--- src/sv/xpf_ram.sv ---
// generic single-port ram with registered read
module xpf_ram #(
	parameter int unsigned WIDTH = 8,
	parameter int unsigned DEPTH = 64
) (
	input  logic                     clk,
	input  logic                     we,
	input  logic                     re,
	input  logic [$clog2(DEPTH)-1:0] addr,
	input  logic [WIDTH-1:0]         wdata,
	output logic [WIDTH-1:0]         rdata
);
	logic [WIDTH-1:0] mem [DEPTH];
	logic [WIDTH-1:0] rdata_q;

	always_ff @(posedge clk) begin
		if (we) begin
			mem[addr] <= wdata;
		end
		if (re) begin
			rdata_q <= mem[addr];
		end
	end

	assign rdata = rdata_q;
endmodule

--- config.mk ---
export PLATFORM = sky130hd
export DESIGN_NAME = xpf_ram
export DESIGN_NICKNAME = d
export VERILOG_FILES = /design/src/sv/xpf_ram.sv
export SDC_FILE = /design/constraint.sdc
export NUM_CORES = 1
export LEC_CHECK = 0
export BUFFER_PORTS_ARGS = -buffer_cell sky130_fd_sc_hd__buf_4
export CORE_MARGIN = 10
export CORE_UTILIZATION = 45
export CTS_BUF_LIST = sky130_fd_sc_hd__clkbuf_8
export DETAILED_ROUTE_END_ITERATION = 8
export PLACE_DENSITY = 0.67
export SLEW_MARGIN = 0
export SYNTH_ARGS = -nofsm -noshare
export SYNTH_HDL_FRONTEND = slang
export SYNTH_SLANG_ARGS = --single-unit
--- constraint.sdc ---
create_clock -name clk -period 4.88 [get_ports clk]
set_input_delay 0.976 -clock clk [delete_from_list [all_inputs] [get_ports clk]]
set_output_delay 0.976 -clock clk [all_outputs]
set_load 0.01 [all_outputs]
==> flow_metrics.env <==
export IMPL_nNetsFinal=1275
export IMPL_num_rows=78
export IMPL_max_stage_delay_ns=0.88
export IMPL_hold_viol=0
export IMPL_clockBufferDepth=3
export IMPL_synth_area_sq_um=20530
export IMPL_end_kind="flip-flop"
export IMPL_drc=0
export IMPL_nFillCells=3740
export IMPL_cts_clk_slew_worst_paths_ns=0.07
export IMPL_tns_ns=0
export IMPL_yosys_most_used_dff="edfxtp_1"
export IMPL_gp_congestion=0.8788
export IMPL_p_leak_uw=0.007447
export IMPL_yosysUniqueCellTypes=55
export IMPL_core_area_sq_um=45280
export IMPL_clock_skew_ns=0.03814
export IMPL_synth_top_family_by_area="multiplexers"
export IMPL_fin_crit_ns=3.354
export IMPL_vias_per_cell=6.072
export IMPL_ioPinCount=25
export IMPL_synth_top_area_frac=0.7606
export IMPL_synth_fa_ha_area_frac=0
export IMPL_syn2layout_area_growth_pct=11.89
export IMPL_postCtsHoldBufs=0
export IMPL_grt_pass1_vias=11750
export IMPL_setup_viol_count_final=0
export IMPL_post_cts_resized=0
export IMPL_synth_area_leaders="edfxtp_1 (76%), mux4_2 (4.5%), mux2i_1 (3.1%)"
export IMPL_syn_avg_cell_area_sq_um=17.53
export IMPL_crit_slowest_cell="nor2_1"
export IMPL_tritoncts="built"
export IMPL_wl_per_cell_um=26.94
export IMPL_clk_latency_ns=0.67
export IMPL_critPathBufInv=2
export IMPL_drtAntennaViolNets=0
export IMPL_p_per_area_nw_per_um2=380.9
export IMPL_hpwl_mm=31.57
export IMPL_irDropWorstVdd_mv=0.1634
export IMPL_slew_headroom=0.2722
export IMPL_worstPathArrival_ns=3.62
export IMPL_synth_async_sr_flop_share=0
export IMPL_status="finished, final reports clean"
export IMPL_finalPower_uw=8750
export IMPL_die_area_sq_um=54560
export IMPL_rsz0062_at_grt="no"
export IMPL_drive_gt1_frac=0.1811
export IMPL_die_w_um=233.6
export IMPL_synth_compound_area_share=0.08045
export IMPL_post_cts_setup_buffer_count=0
export IMPL_crit_required_ns=5.15
export IMPL_ys_ff_latch=520
export IMPL_track_usage=0.1913
export IMPL_path_max_fanout=47
export IMPL_die_h_um=233.6
export IMPL_htreeDepth=3
export IMPL_grt_max_degree=65
export IMPL_root_buffer="clkbuf_8"
export IMPL_cts_buffers=81
export IMPL_drv_slew=0
export IMPL_yosysSeqAreaShare=0.7606
export IMPL_period_share=0.6872
export IMPL_diodes=0
export IMPL_cp_cell_sequence="buf_4 -> nor2b_1 -> buf_4 -> nand3_1 -> nor2_1"
export IMPL_overflow=0
export IMPL_synthMuxAreaShare=0.08228
export IMPL_hold_path_class="input pin to flip-flop"
export IMPL_antenna_found_initial=2
export IMPL_pre_cts_ws_ns=0.9231
export IMPL_start_util=0.4534
export IMPL_syn_nets=1188
export IMPL_path_common_cell="buf_4"
export IMPL_synth_edff_count=520
export IMPL_yosysWarnings=0
export IMPL_criticalPathCategory="input pin to flip-flop"
export IMPL_port_buffers=24
export IMPL_synth_simple_area_share=0.05692
export IMPL_cp_start_kind="input pin"
export IMPL_max_cap_violations=0
export IMPL_tightest_slew_ns=1.090
export IMPL_cp_top_family="simple AND/OR/NAND/NOR gates"
export IMPL_postLayoutSetupSlackWorst_ns=1.526
export IMPL_routed_wl_mm=51.72
export IMPL_clock_sinks=520
export IMPL_vias=11658
export IMPL_synthCells=1171
export IMPL_first_iter_violations=1506
export IMPL_synth_xor_area_frac=0
export IMPL_synth_top_area_cell="edfxtp_1"
export IMPL_fmax_mhz=298.2
export IMPL_grt_pass1_wl_mm=76.85
export IMPL_firstDrtPassIters=6
per-layer routing:
metal	global-route usage	wire [um]	vias up
li1	-	-	4953
met1	0.2616	20550	5909
met2	0.2865	23830	675
met3	0.05047	5515	117
met4	0.07902	1796	4
met5	0	26	-
cells in the final DEF (no fill, tap or decap), types with 28 or more instances in the layout:
cell type    n
clkinv_1    28
a21oi_1     28
buf_4       82
nand2_1     45
nor2_1      81
edfxtp_1   520
mux2i_1     63
mux4_2      41
a22oi_1     40
clkbuf_8    83
kinds of logic (layout without fill, tap and decap cells):
| kind of cell | count (synthesis) | after routing |
|---|---|---|
| flops | 520 | 520 |
| simple gates | 229 | 229 |
| compound gates | 222 | 222 |
| mux | 116 | 116 |
| buf+inv | 84 | 233 |
report_power, final:
group	switching [uW]	leakage, uW	internal (uW)	total (uW)
registers	12.0	0.00469	4960	4970
clock network	1690	0.000793	1590	3280
logic	342	0.00197	162	504
cells in the mapped netlist (3+ instances only):
cell type	count
a211o_1	3
a211oi_1	6
a21o_1	4
a21oi_1	28
a221o_1	11
a221oi_1	21
a222oi_1	3
a22o_1	10
a22oi_1	40
a31oi_1	15
a32oi_1	7
and2_1	9
and3_1	9
and4_1	6
buf_1	6
buf_2	30
buf_4	4
buf_6	5
clkbuf_1	36
edfxtp_1	520
inv_1	3
mux2_1	7
mux2_2	5
mux2i_1	63
mux4_2	41
nand2_1	45
nand2b_1	24
nand3_1	8
nand3b_1	12
nand4_1	3
nor2_1	82
nor2b_1	8
nor3b_1	3
nor4_1	3
o21ai_0	9
o221ai_1	9
o22a_1	11
o22ai_1	22
o2bb2ai_1	7
o31ai_1	5
o32ai_1	3
or3b_2	5
or4_1	3
metrics by stage:
stage               hold WS [ns]  cell area [sq um]  instances    util
floorplan                 0.6393              20530       1171       -
global placement          0.8328              21560       1775  0.4760
detailed placement        0.8144              21560       1775  0.4760
CTS                       0.6038              22970       1920  0.5073
global route              0.6250              22970       1920  0.5073
finish                    0.6331              22970       1920  0.5073
flip-flops by register name, summed over array words and instances, names as in the netlist:
name and count:
mem 512, rdata 8
worst reg2reg max path: stages (launching register included):
cell and delay (ns):
edfxtp_1 0.37, mux2_1 0.29, mux4_2 0.47, o21ai_1 0.32, o2111ai_1 0.19, or4b_1 0.56
area by class of cell:
cell class / instances / area (sq um) / area share
Sequential cell: 520 / 15620 / 0.6798
Multi-Input combinational cell: 567 / 4512 / 0.1964
Clock buffer: 83 / 1142 / 0.04973
Tap cell: 600 / 750.7 / 0.03268
Timing Repair Buffer: 85 / 666.9 / 0.02903
Clock inverter: 62 / 272.8 / 0.01187
Inverter: 3 / 11.26 / 0.0004902
final timing paths:
kind              start          to  slack, ns  depth (start not counted)
min reg2reg  mem[34][7]    rdata[7]       0.83                          3
max             addr[0]  mem[29][4]       1.53                          5
max reg2reg   mem[6][7]    rdata[7]       2.44                          5
min                  re    rdata[7]       0.63                          1
No activity file was read; power rests on OpenSTA's default activity.
