**src/sv/xpf_rem.sv**
```systemverilog
// bit-serial remainder unit, one dividend bit per cycle
module xpf_rem #(
	parameter int unsigned DW = 9
) (
	input  logic          clk,
	input  logic          arst_n,
	input  logic          start,
	input  logic [31:0]   dividend,
	input  logic [DW-1:0] divisor,
	output logic          done,
	output logic [DW-1:0] rem
);
	logic          busy_q;
	logic          done_q;
	logic [4:0]    cnt_q;
	logic [31:0]   dvd_q;
	logic [DW-1:0] r_q;
	logic [DW:0]   trial;
	logic [DW:0]   diff;

	assign trial = {r_q, dvd_q[31]};
	assign diff  = trial - {1'b0, divisor};

	always_ff @(posedge clk or negedge arst_n) begin
		if (!arst_n) begin
			busy_q <= 1'b0;
			done_q <= 1'b0;
			cnt_q  <= '0;
		end else begin
			done_q <= 1'b0;
			if (start) begin
				busy_q <= 1'b1;
				cnt_q  <= '0;
			end else if (busy_q) begin
				cnt_q <= cnt_q + 5'd1;
				if (cnt_q == 5'd31) begin
					busy_q <= 1'b0;
					done_q <= 1'b1;
				end
			end
		end
	end

	always_ff @(posedge clk) begin
		if (start) begin
			dvd_q <= dividend;
			r_q   <= '0;
		end else if (busy_q) begin
			dvd_q <= {dvd_q[30:0], 1'b0};
			r_q   <= (trial >= {1'b0, divisor}) ? diff[DW-1:0] : trial[DW-1:0];
		end
	end

	assign done = done_q;
	assign rem  = r_q;
endmodule

```
**config.mk**
```make
export PLATFORM = sky130hd
export DESIGN_NAME = xpf_rem
export DESIGN_NICKNAME = d
export VERILOG_FILES = /design/src/sv/xpf_rem.sv
export SDC_FILE = /design/constraint.sdc
export NUM_CORES = 1
export LEC_CHECK = 0
export BUFFER_PORTS_ARGS = -buffer_cell sky130_fd_sc_hd__buf_4
export CORE_MARGIN = 3
export CORE_UTILIZATION = 49
export DETAILED_ROUTE_END_ITERATION = 16
export PLACE_DENSITY = 0.74
export SETUP_SLACK_MARGIN = 0.05
export SKIP_LAST_GASP = 1
export SLEW_MARGIN = 20
export SYNTH_ARGS = -nofsm -noshare
export SYNTH_HDL_FRONTEND = slang
export SYNTH_SLANG_ARGS = --single-unit
```
**constraint.sdc**
```tcl
create_clock -name clk -period 2.4 [get_ports clk]
set_input_delay 0.24 -clock clk [delete_from_list [all_inputs] [get_ports clk]]
set_output_delay 0.24 -clock clk [all_outputs]
set_load 0.02 [all_outputs]
```
==> reports/metrics.cfg <==
[critical_path]
path_class = flop to flop
r2r-start = dvd_q[31]
crit_start = dvd_q[31]
critPathMaxStageDelay_ns = 0.42
r2r_cells = 10
crit_path_frequent_cell = a211oi_2
worst_ep_arrival_time_ns = 2.43
slowest_stage = fa_2
endpoint_kind = flop
rr_endpoint = rem[4]
cp_max_fo = 5
endpoint = rem[4]
required_ns = 2.55
rrSetupSlack_ns = 0.12
critical_path.cell_chain = inv_2 -> ha_4 -> inv_1 -> fa_2 -> a211oi_2 -> o21ai_2 -> a22oi_4 -> buf_6 -> mux2i_2 -> a211oi_2
start_kind = flop

[route]
detail-route-antenna-nets = 0
wirelength_mm = 5.04
routed_via_density = 5.28
vias = 1794
drt_iter0_markers = 142
dr.pass1.iters = 4
drc = 0
wire_per_inst_um = 14.8

[timing]
tightest_slew_ns = 0.553
relSlewSlack = 0.631
min_period_over_period = 0.950
layout_setup_ws_ns = 0.120
setup_viol = 0
slew_violations = 0
grt_setup_unrepaired = yes
fmax_ghz = 0.439
fin_skew_ns = 0.00718
period_needed_ns = 2.28
hold_viol_final = 0
tns_ns = 0

[synth]
avgSynthCellArea_um2 = 12.1
synthArstFlopShare = 0.146
synth_edf_count = 32
synth_area_leaders = edfxtp_1 (37%), mux2_2 (14%), dfxtp_1 (7.0%), dfrtp_1 (6.8%), ha_1 (5.4%)
yosys_warnings = 0
yosysUniqueCellTypes = 47
syn-num-nets = 268
syn_area_um2 = 2570
synth_top_area_share = 0.374
syn-instance-count = 212
yosysTopAreaCell = edfxtp_1
synth_flop_cell = edfxtp_1
yosysSeqAreaShare = 0.513
ys_ff_latch = 48

[pwr]
leakage_uw = 0.00144
p_per_area_nw_per_um2 = 787
max-vdd-ir-drop_mv = 0.527

[global_route]
track_usage = 0.171
grt_max_degree = 49
antenna_found_initial = 0
grt_pass1_wl_mm = 8.14
gr-total-overflow = 0
grt_pass1_vias = 1723

[floorplanning]
boundaryPins = 54
initial_core_util = 0.526
die_area_um2 = 6140
core_area_um2 = 4880
fp.dieW_um = 78.4
die_h_um = 78.4
num_rows = 25

[cts]
cts-root-buf = clkbuf_8
cts_htree_levels = 2
cts_tree = done
clk_path_buf_depth = 2
clock-sinks = 48
cts_made_buffers = 5
clk_latency_ns = 0.29
cts.reportedPaths.clkPinSlew_ns = 0.08

[place]
placed_cells = 328
gp_congestion = 0.917
place_hpwl_mm = 3.61
place_ws_ns = 0.0963
port_buffers = 53

[hold_path]
min_path_type = primary input to flop

[finish]
area.growth.synth_to_final_pct = 25.6
utilization = 0.661
nets = 328
final_cells = 340
drive_gt1_frac = 0.414
n_antenna_cell = 0

[status]
status = complete, no violations

[run]
maxCapViolCount = 0

per-layer routing:
metal	share of wire	track usage	wire, um	vias to the layer above
met3	0.050	0.0436	252	4
met4	0.0089	0.0612	45	0
met2	0.49	0.265	2480	46
met5	0	0	0	-
met1	0.45	0.234	2270	847
li1	-	-	-	897
synth_stat cells (3+ instances only):
library cell and count:
nor2_1 20, a21o_1 3, dfxtp_1 9, nand4_1 3, inv_1 14, o211ai_1 4
mux2i_1 6, a21oi_1 3, nand2_1 11, xor2_1 5, a211oi_1 3, o21ai_0 5
edfxtp_1 32, dfrtp_1 7, ha_1 11, clkbuf_1 5, mux2_2 31
cell usage in the layout, fill, tap and decap left out, drive strengths merged, types with 2 or more instances in the layout:
cell type	count
a211oi	4
a21o	3
a21oi	3
a311oi	2
buf	62
clkbuf	6
dfrtp	7
dfxtp	9
edfxtp	32
ha	11
inv	14
mux2	31
mux2i	6
nand2	11
nand2b	2
nand3	2
nand4	3
nor2	20
nor3	2
nor3b	2
nor4	2
o211ai	4
o21ai	7
xnor2	2
xor2	5
worst max-delay path, delay by kind of cell (launching register included):
kind | cells | cell delay, ns
adder cells (fa/ha/maj) | 2 | 0.55
flip-flops | 1 | 0.41
buffers and inverters | 3 | 0.28
multiplexers | 1 | 0.23
AO/OA/AOI/OAI | 4 | 0.67
metrics by stage:
| step | hold slack, ns | cell area (um^2) | power [uW] |
|---|---|---|---|
| global placement | 0.0555 | 3050 | 1890 |
| detailed placement | 0.0556 | 3050 | 1910 |
| floorplan | -0.0556 | 2570 | 1650 |
| CTS | 0.221 | 3160 | 2480 |
| global route | 0.223 | 3220 | 2680 |
| finish | 0.227 | 3220 | 2540 |
registers in the layout (all words and copies together), names as in the netlist:
register,count
busy_q,1
cnt_q,5
done,1
dvd_q,32
rem,9
how the worst min path moves through the flow:
stage	depth (start not counted)	slack, ns	start	to
after floorplan	0	-0.06	arst_n	busy_q
after global placement	1	0.06	arst_n	cnt_q[1]
after detailed placement	1	0.06	arst_n	cnt_q[2]
after CTS	2	0.22	dividend[0]	dvd_q[0]
after global routing	2	0.22	dividend[0]	dvd_q[0]
final	2	0.23	dividend[0]	dvd_q[0]
timing repair:
item                       CTS  global route
resized for setup            0            11
hold buffers                 1             0
buffers inserted             0             4
setup endpoints to repair    0             9
hold endpoints to repair     7             0
cells by family after synthesis:
| kind of cell | synth area share |
|---|---|
| adders and majority gates | 0.0614 |
| AOI/OAI and AO/OA | 0.100 |
| DFF | 0.513 |
| xor gates and xnor gates | 0.0239 |
| buffers and inverters | 0.0390 |
| muxes | 0.159 |
| and+or+nand+nor | 0.103 |
report_power, final:
group          switching, uW  leakage, uW  internal [uW]
Sequential              76.8     0.000504            991
Clock                    260    0.0000552            309
Combinational            437     0.000879            464
Total                    774      0.00144           1760
area by class of cell:
| class | instances | area (um^2) |
|---|---|---|
| flip-flops and latches | 48 | 1320 |
| well taps | 67 | 83.8 |
| multi-input cells | 140 | 1180 |
| clock inverters | 2 | 35.0 |
| repair buffers | 63 | 483 |
| fillers | 392 | 1660 |
| clock buffers | 6 | 72.6 |
| inverters | 14 | 52.6 |
No activity file was read; power rests on OpenSTA's default activity.
